===== config.mk =====
export PLATFORM = sky130hd
export DESIGN_NAME = readout_header_validator_core_flat
export DESIGN_NICKNAME = d
export VERILOG_FILES = /design/src/rtl/rhv_pkg.sv /design/src/rtl/rhv_if.sv /design/src/rtl/rhv_check.sv /design/src/rtl/rhv_seq_table.sv /design/src/rtl/readout_header_validator_core.sv /design/src/flat_wrapper.sv
export SDC_FILE = /design/constraint.sdc
export NUM_CORES = 1
export LEC_CHECK = 0
export BUFFER_PORTS_ARGS = -buffer_cell sky130_fd_sc_hd__clkbuf_2
export CORE_UTILIZATION = 58
export CTS_BUF_LIST = sky130_fd_sc_hd__clkbuf_8
export CTS_CLUSTER_DIAMETER = 150
export DETAILED_ROUTE_END_ITERATION = 10
export GPL_TIMING_DRIVEN = 1
export HOLD_SLACK_MARGIN = 0.05
export PLACE_DENSITY = 0.78
export SYNTH_ARGS = -nofsm -noshare
export SYNTH_HDL_FRONTEND = slang
export SYNTH_HIERARCHICAL = 1
export SYNTH_SLANG_ARGS = --single-unit

===== constraint.sdc =====
create_clock -name clk -period 4.1 [get_ports clk]
set_input_delay 0.615 -clock clk [delete_from_list [all_inputs] [get_ports clk]]
set_output_delay 0.615 -clock clk [all_outputs]
set_load 0.02 [all_outputs]

===== src/rtl/rhv_pkg.sv =====
// types, codes and fixed constants shared by the readout header validator
`timescale 1ns / 1ps
package rhv_pkg;

	// header geometry
	localparam int unsigned PAD_BYTES    = 2;
	localparam int unsigned HEADER_BYTES = 30;
	localparam int unsigned COOKIE_BYTES = 4;
	localparam int unsigned MAX_DATAGRAM = 8972;

	localparam logic [15:0] MIN_SIZE     = 16'(COOKIE_BYTES + PAD_BYTES);
	localparam logic [15:0] MAX_SIZE     = 16'(MAX_DATAGRAM);
	localparam logic [15:0] HDR_SIZE     = 16'(HEADER_BYTES);
	localparam logic [31:0] COOKIE_V0    = 32'h0053_5345;

	// status codes
	localparam logic [1:0] ST_OK     = 2'd0;
	localparam logic [1:0] ST_BUFFER = 2'd1;
	localparam logic [1:0] ST_SIZE   = 2'd2;
	localparam logic [1:0] ST_HEADER = 2'd3;

	// error kinds
	localparam logic [2:0] KIND_NONE    = 3'd0;
	localparam logic [2:0] KIND_BUFFER  = 3'd1;
	localparam logic [2:0] KIND_SIZE    = 3'd2;
	localparam logic [2:0] KIND_VERSION = 3'd3;
	localparam logic [2:0] KIND_TYPE    = 3'd4;
	localparam logic [2:0] KIND_QUEUE   = 3'd5;

	// one header item
	typedef struct packed {
		logic        buffer_present;
		logic [15:0] packet_size;
		logic [31:0] cookie_version;
		logic [15:0] total_length;
		logic [7:0]  type_subtype;
		logic [7:0]  queue_id;
		logic [31:0] seq_num;
	} hdr_item_t;

	// one result item
	typedef struct packed {
		logic [1:0]  status;
		logic [2:0]  error_kind;
		logic        seq_mismatch;
		logic [31:0] expected_seq;
		logic [15:0] payload_length;
	} res_item_t;

	// outcome of the header checks
	typedef struct packed {
		logic        ok;
		logic [1:0]  status;
		logic [2:0]  error_kind;
		logic [15:0] payload_length;
	} verdict_t;

endpackage


===== src/rtl/rhv_if.sv =====
// valid/ready channel interfaces for header items, result items and config writes
`timescale 1ns / 1ps
interface rhv_hdr_if;
	logic               valid;
	logic               ready;
	rhv_pkg::hdr_item_t data;
	modport source (output valid, output data, input ready);
	modport sink (input valid, input data, output ready);
endinterface

interface rhv_res_if;
	logic               valid;
	logic               ready;
	rhv_pkg::res_item_t data;
	modport source (output valid, output data, input ready);
	modport sink (input valid, input data, output ready);
endinterface

interface rhv_cfg_if;
	logic       valid;
	logic       ready;
	logic [7:0] data;
	modport source (output valid, output data, input ready);
	modport sink (input valid, input data, output ready);
endinterface


===== src/rtl/rhv_check.sv =====
// ordered header checks giving status, error kind and payload length
`timescale 1ns / 1ps
module rhv_check #(
	parameter int QUEUES = 32
) (
	input  rhv_pkg::hdr_item_t hdr,
	input  logic [7:0]         expected_type,
	output rhv_pkg::verdict_t  verdict
);

	logic queue_ok;

	// queue range, compared one bit wider so that 256 queues fit
	assign queue_ok = ({1'b0, hdr.queue_id} < 9'(QUEUES));

	// first failing check wins
	always_comb begin
		verdict.ok             = 1'b0;
		verdict.status         = rhv_pkg::ST_OK;
		verdict.error_kind     = rhv_pkg::KIND_NONE;
		verdict.payload_length = '0;
		if (!hdr.buffer_present || hdr.packet_size == '0) begin
			verdict.status     = rhv_pkg::ST_BUFFER;
			verdict.error_kind = rhv_pkg::KIND_BUFFER;
		end else if (hdr.packet_size < rhv_pkg::MIN_SIZE ||
				hdr.packet_size > rhv_pkg::MAX_SIZE) begin
			verdict.status     = rhv_pkg::ST_SIZE;
			verdict.error_kind = rhv_pkg::KIND_SIZE;
		end else if (hdr.cookie_version != rhv_pkg::COOKIE_V0) begin
			verdict.status     = rhv_pkg::ST_HEADER;
			verdict.error_kind = rhv_pkg::KIND_VERSION;
		end else if (hdr.packet_size < rhv_pkg::HDR_SIZE) begin
			verdict.status     = rhv_pkg::ST_SIZE;
			verdict.error_kind = rhv_pkg::KIND_SIZE;
		end else if (hdr.packet_size < hdr.total_length ||
				hdr.total_length < rhv_pkg::HDR_SIZE) begin
			verdict.status     = rhv_pkg::ST_SIZE;
			verdict.error_kind = rhv_pkg::KIND_SIZE;
		end else if (hdr.type_subtype != expected_type) begin
			verdict.status     = rhv_pkg::ST_HEADER;
			verdict.error_kind = rhv_pkg::KIND_TYPE;
		end else if (!queue_ok) begin
			verdict.status     = rhv_pkg::ST_HEADER;
			verdict.error_kind = rhv_pkg::KIND_QUEUE;
		end else begin
			verdict.ok             = 1'b1;
			verdict.payload_length = hdr.total_length - rhv_pkg::HDR_SIZE;
		end
	end

endmodule


===== src/rtl/rhv_seq_table.sv =====
// per-queue expected sequence memory with valid bits and write forwarding
`timescale 1ns / 1ps
module rhv_seq_table #(
	parameter int QUEUES = 32,
	parameter int AW     = 5
) (
	input  logic          clk,
	input  logic          arst_n,
	input  logic          rd_en,
	input  logic [AW-1:0] rd_addr,
	input  logic          wr_en,
	input  logic [AW-1:0] wr_addr,
	input  logic [31:0]   wr_data,
	output logic [31:0]   held
);

	logic [31:0]     mem [QUEUES];
	logic [QUEUES-1:0] valid_q;
	logic [31:0]     rd_data_s1;
	logic            rd_valid_s1;
	logic            fwd_s1;
	logic [31:0]     fwd_data_s1;

	// storage, read-before-write at one edge
	always_ff @(posedge clk) begin
		if (wr_en) begin
			mem[wr_addr] <= wr_data;
		end
		if (rd_en) begin
			rd_data_s1 <= mem[rd_addr];
		end
	end

	// written flags, cleared at reset so unwritten entries read as zero
	always_ff @(posedge clk or negedge arst_n) begin
		if (!arst_n) begin
			valid_q <= '0;
		end else if (wr_en) begin
			valid_q[wr_addr] <= 1'b1;
		end
	end

	// read-side flags and bypass of a write landing with the read
	always_ff @(posedge clk or negedge arst_n) begin
		if (!arst_n) begin
			rd_valid_s1 <= 1'b0;
			fwd_s1      <= 1'b0;
		end else if (rd_en) begin
			rd_valid_s1 <= valid_q[rd_addr];
			fwd_s1      <= wr_en && (wr_addr == rd_addr);
		end
	end

	always_ff @(posedge clk) begin
		if (rd_en) begin
			fwd_data_s1 <= wr_data;
		end
	end

	assign held = fwd_s1 ? fwd_data_s1 : (rd_valid_s1 ? rd_data_s1 : '0);

endmodule


===== src/rtl/readout_header_validator_core.sv =====
// top level of the readout header validator
`timescale 1ns / 1ps
// Checks the extracted header fields of one readout datagram per item and
// tracks the sequence number of each output queue.
// Channels: hdr (header items in), res (one result item out per header
// item), cfg (write of the expected type byte, always ready). All use
// valid/ready; an item moves at a rising edge with both high.
// Path: stage 1 register, then result register. Throughput: one item per
// cycle while res.ready is high. The sequence memory is read on accept and
// written back when a passing item leaves stage 1; a back-to-back item on
// the same queue takes the new value via a bypass register; no bubble.
// Reset: all written flags of the sequence memory clear at once, so every
// queue expects zero; expected type resets to zero. No clearing pass.
// Stall: the result register holds while res.ready is low; the check stage
// keeps accepting until it is also full, then hdr.ready drops.
module readout_header_validator_core #(
	parameter int QUEUES = 32
) (
	input logic          clk,
	input logic          arst_n,
	rhv_hdr_if.sink      hdr,
	rhv_res_if.source    res,
	rhv_cfg_if.sink      cfg
);

	localparam int AW = (QUEUES > 1) ? $clog2(QUEUES) : 1;

	logic [7:0]         expected_type_q;
	rhv_pkg::verdict_t  verdict;
	logic               hdr_take;
	logic               valid_s1;
	rhv_pkg::verdict_t  verdict_s1;
	logic [31:0]        seq_s1;
	logic [AW-1:0]      queue_s1;
	logic               adv_s1;
	logic [31:0]        held;
	logic               out_valid_q;
	rhv_pkg::res_item_t out_q;

	// config register
	assign cfg.ready = 1'b1;

	always_ff @(posedge clk or negedge arst_n) begin
		if (!arst_n) begin
			expected_type_q <= '0;
		end else if (cfg.valid) begin
			expected_type_q <= cfg.data;
		end
	end

	// header checks at acceptance
	rhv_check #(.QUEUES(QUEUES)) u_check (
		.hdr           (hdr.data),
		.expected_type (expected_type_q),
		.verdict       (verdict)
	);

	assign adv_s1    = valid_s1 && (!out_valid_q || res.ready);
	assign hdr.ready = !valid_s1 || adv_s1;
	assign hdr_take  = hdr.valid && hdr.ready;

	// sequence memory: read on accept, write back as ok items leave stage 1
	rhv_seq_table #(.QUEUES(QUEUES), .AW(AW)) u_table (
		.clk     (clk),
		.arst_n  (arst_n),
		.rd_en   (hdr_take),
		.rd_addr (hdr.data.queue_id[AW-1:0]),
		.wr_en   (adv_s1 && verdict_s1.ok),
		.wr_addr (queue_s1),
		.wr_data (seq_s1 + 32'd1),
		.held    (held)
	);

	// stage 1 control
	always_ff @(posedge clk or negedge arst_n) begin
		if (!arst_n) begin
			valid_s1 <= 1'b0;
		end else if (hdr.ready) begin
			valid_s1 <= hdr.valid;
		end
	end

	// stage 1 payload
	always_ff @(posedge clk) begin
		if (hdr_take) begin
			verdict_s1 <= verdict;
			seq_s1     <= hdr.data.seq_num;
			queue_s1   <= hdr.data.queue_id[AW-1:0];
		end
	end

	// result register control
	always_ff @(posedge clk or negedge arst_n) begin
		if (!arst_n) begin
			out_valid_q <= 1'b0;
		end else if (!out_valid_q || res.ready) begin
			out_valid_q <= valid_s1;
		end
	end

	// result register payload
	always_ff @(posedge clk) begin
		if (adv_s1) begin
			out_q.status         <= verdict_s1.status;
			out_q.error_kind     <= verdict_s1.error_kind;
			out_q.seq_mismatch   <= verdict_s1.ok && (held != seq_s1);
			out_q.expected_seq   <= verdict_s1.ok ? held : '0;
			out_q.payload_length <= verdict_s1.payload_length;
		end
	end

	assign res.valid = out_valid_q;
	assign res.data  = out_q;

endmodule

===== src/flat_wrapper.sv =====
// flat-port wrapper written by rule: the top's interface ports become plain ports
module readout_header_validator_core_flat 
#(
	parameter int QUEUES = 32
)
  (clk, arst_n, hdr_valid, hdr_data, hdr_ready, res_valid, res_data, res_ready, cfg_valid, cfg_data, cfg_ready);
  rhv_hdr_if hdr_i ();
  rhv_res_if res_i ();
  rhv_cfg_if cfg_i ();
  input logic clk;
  input logic arst_n;
  input wire logic [$bits(hdr_i.valid)-1:0] hdr_valid;
  input wire logic [$bits(hdr_i.data)-1:0] hdr_data;
  output wire logic [$bits(hdr_i.ready)-1:0] hdr_ready;
  output wire logic [$bits(res_i.valid)-1:0] res_valid;
  output wire logic [$bits(res_i.data)-1:0] res_data;
  input wire logic [$bits(res_i.ready)-1:0] res_ready;
  input wire logic [$bits(cfg_i.valid)-1:0] cfg_valid;
  input wire logic [$bits(cfg_i.data)-1:0] cfg_data;
  output wire logic [$bits(cfg_i.ready)-1:0] cfg_ready;
  assign hdr_i.valid = hdr_valid;
  assign hdr_i.data = hdr_data;
  assign hdr_ready = hdr_i.ready;
  assign res_valid = res_i.valid;
  assign res_data = res_i.data;
  assign res_i.ready = res_ready;
  assign cfg_i.valid = cfg_valid;
  assign cfg_i.data = cfg_data;
  assign cfg_ready = cfg_i.ready;
  readout_header_validator_core #(.QUEUES(QUEUES)) u_core (.clk(clk), .arst_n(arst_n), .hdr(hdr_i), .res(res_i), .cfg(cfg_i));
endmodule

* Yosys cells after proc, flatten, opt, wreduce, memory -nomap -nowiden
Memory sizes are Yosys's and may differ from the RTL's. A register that Yosys moved wholly into a read port is not among the register bits.
Index checks and enable logic that the tools add are counted.
** Word-level totals
- Input bits :: 126
- Bits in registers :: 189
- Memories :: 1
- Output and inout port bits :: 57
- Memory bits (writable) :: 1024
** Cells by class
- Add/sub/neg operators :: 2
- Reductions and logical operators :: 18
- Equal/unequal tests :: 4
- Magnitude comparators :: 9
- Muxes and demuxes :: 15
- Bitwise operators :: 2
** Memories
- u_core.u_table.mem :: depth 32, bits a word 32, read ports 1, clocked after memory_dff 1, write ports 1, line rhv_seq_table.sv:17 : logic [31:0] mem [QUEUES];
** Operators with widths (count)
- $mux W32 :: 2
- $add A32 B1 Y32 const B :: 1
- $lt A16 B5 Y1 const B :: 2
- $ne A32 B23 Y1 const B :: 1
- $ne A32 B32 Y1 :: 1
- $or A32 B32 Y32 :: 1
- $mux W5 :: 6
- $gt A16 B14 Y1 const B :: 1
- $logic_not A16 Y1 :: 1
- $lt A16 B16 Y1 :: 1
- $lt A16 B3 Y1 const B :: 1
- $sub A16 B5 Y16 const B :: 1
- $lt A5 B6 Y1 const B :: 2
- $lt A8 B6 Y1 const B :: 1
- $ne A8 B8 Y1 :: 1
- $reduce_or A7 Y1 :: 1
- $logic_and A1 B1 Y1 :: 6
- $reduce_or A6 Y1 :: 1
- $bmux W1 S5 :: 1
- $demux W1 S5 :: 1
- $eq A5 B5 Y1 :: 1
- $ge A5 B1 Y1 const B :: 1
- $logic_or A1 B1 Y1 :: 5
- $mux W1 :: 5
- other kinds (3) :: 5

* Longest topological paths before layout
- Word-level depth :: 7
- Mapped depth :: 9

* Hierarchy
Netlist, hierarchy kept.
** Modules (own cells, without submodules)
- rhv_seq_table :: area an instance 42572.1 sq um, cells each 1726, times used 1
- readout_header_validator_core :: area an instance 5007.3 sq um, cells each 306, times used 1
- rhv_check :: area an instance 1202.4 sq um, cells each 162, times used 1

* Least setup slack after synthesis
Ideal clock, no wire load.
- Path kind :: input to register
- Start :: input port res_ready
- End :: register u_core.u_table.rd_valid_s1
- Arrival :: 4123 ps
- Library setup time :: 331 ps
- Path slack :: -354 ps
- Stages :: 3
- Path through :: nand3b_1 -> and2_1 -> a41oi_1
** On the way
- Word-level cells in the longest chain between the ends :: 4
** Ends and longest elaborated chain
- from (decl) :: line flat_wrapper.sv:17 : input wire logic [$bits(res_i.ready)-1:0] res_ready;
- $logic_or A1 B1 Y1 :: line readout_header_validator_core.sv:58 : assign adv_s1 = valid_s1 && (!out_valid_q || res.ready);
- $logic_and A1 B1 Y1 :: line readout_header_validator_core.sv:58
- $logic_or A1 B1 Y1 :: line readout_header_validator_core.sv:59 : assign hdr.ready = !valid_s1 || adv_s1;
- $logic_and A1 B1 Y1 :: line readout_header_validator_core.sv:60 : assign hdr_take = hdr.valid && hdr.ready;
- net u_core.hdr_take :: line readout_header_validator_core.sv:30 : logic hdr_take;
- to (signal assigned) :: line rhv_seq_table.sv:49 : rd_valid_s1 <= valid_q[rd_addr];
- to (decl) :: line rhv_seq_table.sv:20 : logic rd_valid_s1;
The timed path passes the listed nets, and every way through them passes these cells.
A chain may end at the register's enable or synchronous reset.

* Final worst setup path
- Start :: register u_core/verdict_s1[21] in the netlist's numbering
- End :: memory u_core.u_table.mem[18][10], enable pin
** On the way
- Word-level cells in the longest chain between the ends :: 3
** Ends and longest elaborated chain
- from (decl) :: line readout_header_validator_core.sv:32 : rhv_pkg::verdict_t verdict_s1;
- from (signal assigned) :: line readout_header_validator_core.sv:86 : verdict_s1 <= verdict;
- $logic_and A1 B1 Y1 :: line readout_header_validator_core.sv:68 : .wr_en (adv_s1 && verdict_s1.ok),
- $mux W1 :: line rhv_seq_table.sv:26 : if (wr_en) begin
- $mux W1 (implied by the code) :: line rhv_seq_table.sv:27 : mem[wr_addr] <= wr_data;
- to (decl) :: line rhv_seq_table.sv:17
Every way passes these cells.

==> results.txt <==
----------------------------------------------------
[Yosys]
  Number of enable-type register cells in the synthesized netlist ... 1,201
  Flops & latches, synth ... 1,245
  Sequential area share after synthesis ... 76.2%
  Cell Area, Synth ... 48,800 um2
  Number of unique standard cell types used by synthesis ... 62
  Warning count from the yosys run ... 6
  Syn Nets ... 2,337
  Mapped Avg Cell Area ... 22.2 um2
  Post-synth top flop ... sky130_fd_sc_hd__edfxtp_1
  Number of standard cells after synthesis ... 2,194
  Ys async rst share ... 3.53%

[Critical path]
  Startpoint of the worst setup timing path ... u_core/verdict_s1[21]
  Source of the worst register-to-register timing path ... u_core/verdict_s1[21]
  Crit path kind ... reg -> reg
  Crit Reg-Reg Endpoint ... u_core/u_table/mem[18][10]
  Data arrival time of the critical path ... 3.81 ns
  Highest fanout seen on the critical path ... 34
  Worst R2R Path Depth ... 5
  Reg2Reg Setup Slack ... 0.79 ns
  Required time worst endpoint ... 4.60 ns
  Crit start category ... flop
  Slowest stage cell, crit path ... sky130_fd_sc_hd__nor2_4
  Capture point of the critical path ... u_core/u_table/mem[18][10]
  Worst path max stage delay ... 0.86 ns
  List of cells traversed by the critical path ... buf_4 > and3_1 > nand3b_1 > nor2_4 > buf_12
  Type of element capturing the critical path ... flop

[Place]
  Post-Place Setup Slack ... 0.707 ns
  Post-placement cell area ... 52,300 um2
  I/O Buffers ... 181
  Post-DP HPWL ... 69,800 um
  Final RePlAce weighted congestion ... 0.897

[Global routing]
  Maximum number of pins on one net before global-route repair ... 68
  M1 GR Usage ... 39.3%
  First-pass GRT wire length ... 174,000 um
  Gr usage total ... 28.8%
  Number of global-route vias before repair ... 25.8k
  Antenna violations before repair ... 1
  GRT met3 Usage ... 6.29%
  Met2 capacity usage during global routing ... 46.2%
  Overall overflow remaining after global route ... 0
  Busiest metal layer after global routing ... met2

[Cells and area]
  Number of nets at the end of the flow ... 2,747
  Layout cell share with drive strength beyond 1 ... 36.5%
  Fillers ... 4,737
  Post-route cell area ... 56,200 um2
  Storage element area ... 37,200 um2
  Area of the multi-input gates ... 11,600 um2
  Commonest non-fill, non-tap cell in the layout ... sky130_fd_sc_hd__edfxtp_1
  Leading cell types in the layout, fill and taps excluded ... 1,201 x sky130_fd_sc_hd__edfxtp_1, 320 x sky130_fd_sc_hd__mux4_2, 192 x sky130_fd_sc_hd__clkbuf_8
  Area delta synth->final ... 15.2%

[Drt]
  DR WL/cell ... 31.5 um
  Post-route ant nets ... 0
  Vias per inst ... 6.56
  Wire length after detailed routing ... 120,000 um
  Via count of the routed design ... 25.0k
  Iteration-0 DRC Markers ... 3,285
  Residual DRC ... 0
  Initial DRT Pass Iterations ... 5

[Status]
  Run status ... finished clean

[STA]
  Setup repair after global routing missed its margin ... false
  Final-report hold violation count ... 0
  Normalized max-slew margin ... 14.5%
  Post-route clock skew ... 0.0463 ns
  Final-report setup violation count ... 0
  Portion of the clock cycle consumed by the worst path in the final layout ... 80.7%
  Setup WS post-layout ... 0.791 ns
  Worst-Margin Slew ... 1.28 ns
  Final-report max-slew violation count ... 0
  Min cycle time layout ... 3.31 ns
  Highest attainable clock frequency ... 302 MHz
  Total Negative Setup Slacks ... 0 ns

[Clock network]
  Clk root buf ... sky130_fd_sc_hd__clkbuf_8
  Clock tree from TritonCTS ... done
  Clock latency reported for the late side of the worst-skew pair ... 0.85 ns
  Number of sinks handled by clock tree synthesis ... 1,245
  Post-CTS repair timing setup buffer count ... 0
  CTS Buffer Depth ... 3
  Num CTS Buffers ... 186
  Reg clk slew, reported paths ... 0.06 ns
  Depth of the CTS H-tree ... 4

[Power and ir drop]
  IR Drop Worst-Case VDD ... 0.000323 V
  Total power of the final layout ... 25.7 mW
  Leakage ... 18.7 nW
  Power density normalized to cell area ... 456 nW/um2

[Floorplanning]
  Overall die width ... 292 um
  Std-Cell Core Area ... 82,600 um2
  Initial Util ... 59.0%
  Die area ... 85,300 um2
  Cell row count ... 105
  I/O pin count ... 183
  Die height ... 292 um

[Hold path]
  Path category of the worst min-delay check ... in -> reg

[Job]
  Number of max-cap violations ... 0

----------------------------------------------------
[final cells by class]
cell class              instances  share of cell area [%]
repair buffers                324                    4.57
well taps                    1070                    2.38
clock inverters               139                    1.47
multi-input cells             826                    20.6
inverters                      21                   0.140
flip-flops and latches       1245                    66.1
clock buffers                 192                    4.70
diodes                          2                 0.00890
[how the worst min path moves through the flow]
| stage | start | to | cells after the start |
|---|---|---|---|
| 2_1_floorplan | arst_n | u_core/expected_type_q[0] | 0 |
| 3_3_place_gp | u_core/verdict_s1[9] | u_core/res.data[9] | 0 |
| 3_5_place_dp | u_core/verdict_s1[12] | u_core/res.data[12] | 0 |
| 4_1_cts | res_ready | u_core/res.valid | 3 |
| 5_1_grt | res_ready | u_core/res.valid | 3 |
| 6_report | res_ready | u_core/res.valid | 3 |
[flip-flops by register name, summed over array words and instances (netlist names)]
signal,count
u_core/seq_s1,32
u_core/u_table/mem,1024
u_core/res.valid,1
u_core/queue_s1,5
u_core/u_table/rd_valid_s1,1
u_core/valid_s1,1
u_core/u_table/rd_data_s1,32
u_core/verdict_s1,22
u_core/res.data,54
u_core/expected_type_q,8
u_core/u_table/fwd_data_s1,32
u_core/u_table/fwd_s1,1
u_core/u_table/valid_q,32
[metal layers]
metal / share of wire, % / vias to the layer above
li1: - / 10000
met1: 36 / 12900
met2: 49 / 1795
met3: 11 / 266
met4: 3.7 / 0
met5: 0 / -
[logic make-up (layout without fill, tap and decap cells)]
group	Yosys count	after routing	share of synthesized area, %
adders and majority gates	17	17	0.436
DFF	1245	1245	76.2
and+or+nand+nor	273	273	3.46
AOI/OAI and AO/OA	72	72	1.16
muxes	376	376	16.0
xor gates and xnor gates	87	87	1.56
other	1	3	0.00769
buffers and inverters	123	676	1.16
[critical path, delay by kind of cell (launching register included)]
family / cells / cell delay (ns)
buffers and inverters: 2 / 0.66
DFF: 1 / 0.32
and+or+nand+nor: 3 / 1.97
[what timing repair did]
| action | in CTS | in global routing |
|---|---|---|
| hold buffers | 42 | 0 |
| gates resized for setup | 0 | 0 |
| endpoints found under the hold margin | 79 | 0 |
[synth_stat cells, types with 3 or more instances]
cell type	instances	share of area, %
sky130_fd_sc_hd__edfxtp_1	1201	74
sky130_fd_sc_hd__mux4_2	320	15
sky130_fd_sc_hd__xnor2_1	73	1.3
sky130_fd_sc_hd__clkbuf_1	53	0.41
sky130_fd_sc_hd__dfrtp_1	44	2.3
sky130_fd_sc_hd__nor2_1	43	0.33
sky130_fd_sc_hd__mux2_2	40	0.92
sky130_fd_sc_hd__and2_1	36	0.46
sky130_fd_sc_hd__a22o_1	32	0.57
sky130_fd_sc_hd__or2_2	32	0.41
sky130_fd_sc_hd__buf_2	30	0.31
sky130_fd_sc_hd__nand3_1	30	0.31
sky130_fd_sc_hd__nand2_1	28	0.22
sky130_fd_sc_hd__inv_1	21	0.16
sky130_fd_sc_hd__nand4_1	20	0.26
sky130_fd_sc_hd__ha_1	17	0.44
sky130_fd_sc_hd__mux2i_1	16	0.33
sky130_fd_sc_hd__nor4_1	16	0.21
sky130_fd_sc_hd__nor3_1	14	0.14
sky130_fd_sc_hd__xor2_1	14	0.25
sky130_fd_sc_hd__a21oi_1	11	0.11
sky130_fd_sc_hd__buf_1	8	0.062
sky130_fd_sc_hd__and3_1	7	0.090
sky130_fd_sc_hd__buf_4	7	0.11
sky130_fd_sc_hd__o21ai_0	7	0.072
sky130_fd_sc_hd__nand3b_1	6	0.092
sky130_fd_sc_hd__nor4_2	6	0.15
sky130_fd_sc_hd__nand2b_1	5	0.064
sky130_fd_sc_hd__nor4_4	5	0.22
sky130_fd_sc_hd__and4_1	4	0.072
sky130_fd_sc_hd__a22oi_1	3	0.046
sky130_fd_sc_hd__a31oi_1	3	0.038
sky130_fd_sc_hd__buf_6	3	0.069
sky130_fd_sc_hd__nor2b_1	3	0.038
sky130_fd_sc_hd__or3b_2	3	0.054
[where the power goes]
part	switching [mW]	internal [mW]	total [mW]
clock	4.71	4.76	9.48
sequential	0.154	14.3	14.4
combinational	1.02	0.743	1.76
total	5.89	19.8	25.7
[metrics by stage]
stage               hold slack (ns)  cells  utilization [%]
floorplan                     0.319   2194                -
global placement              0.403   3443             63.2
detailed placement            0.405   3443             63.2
CTS                          0.0790   3816             67.9
global route                 0.0879   3819             68.0
finish                        0.140   3819             68.0
Power figures use the tool's default switching activity.
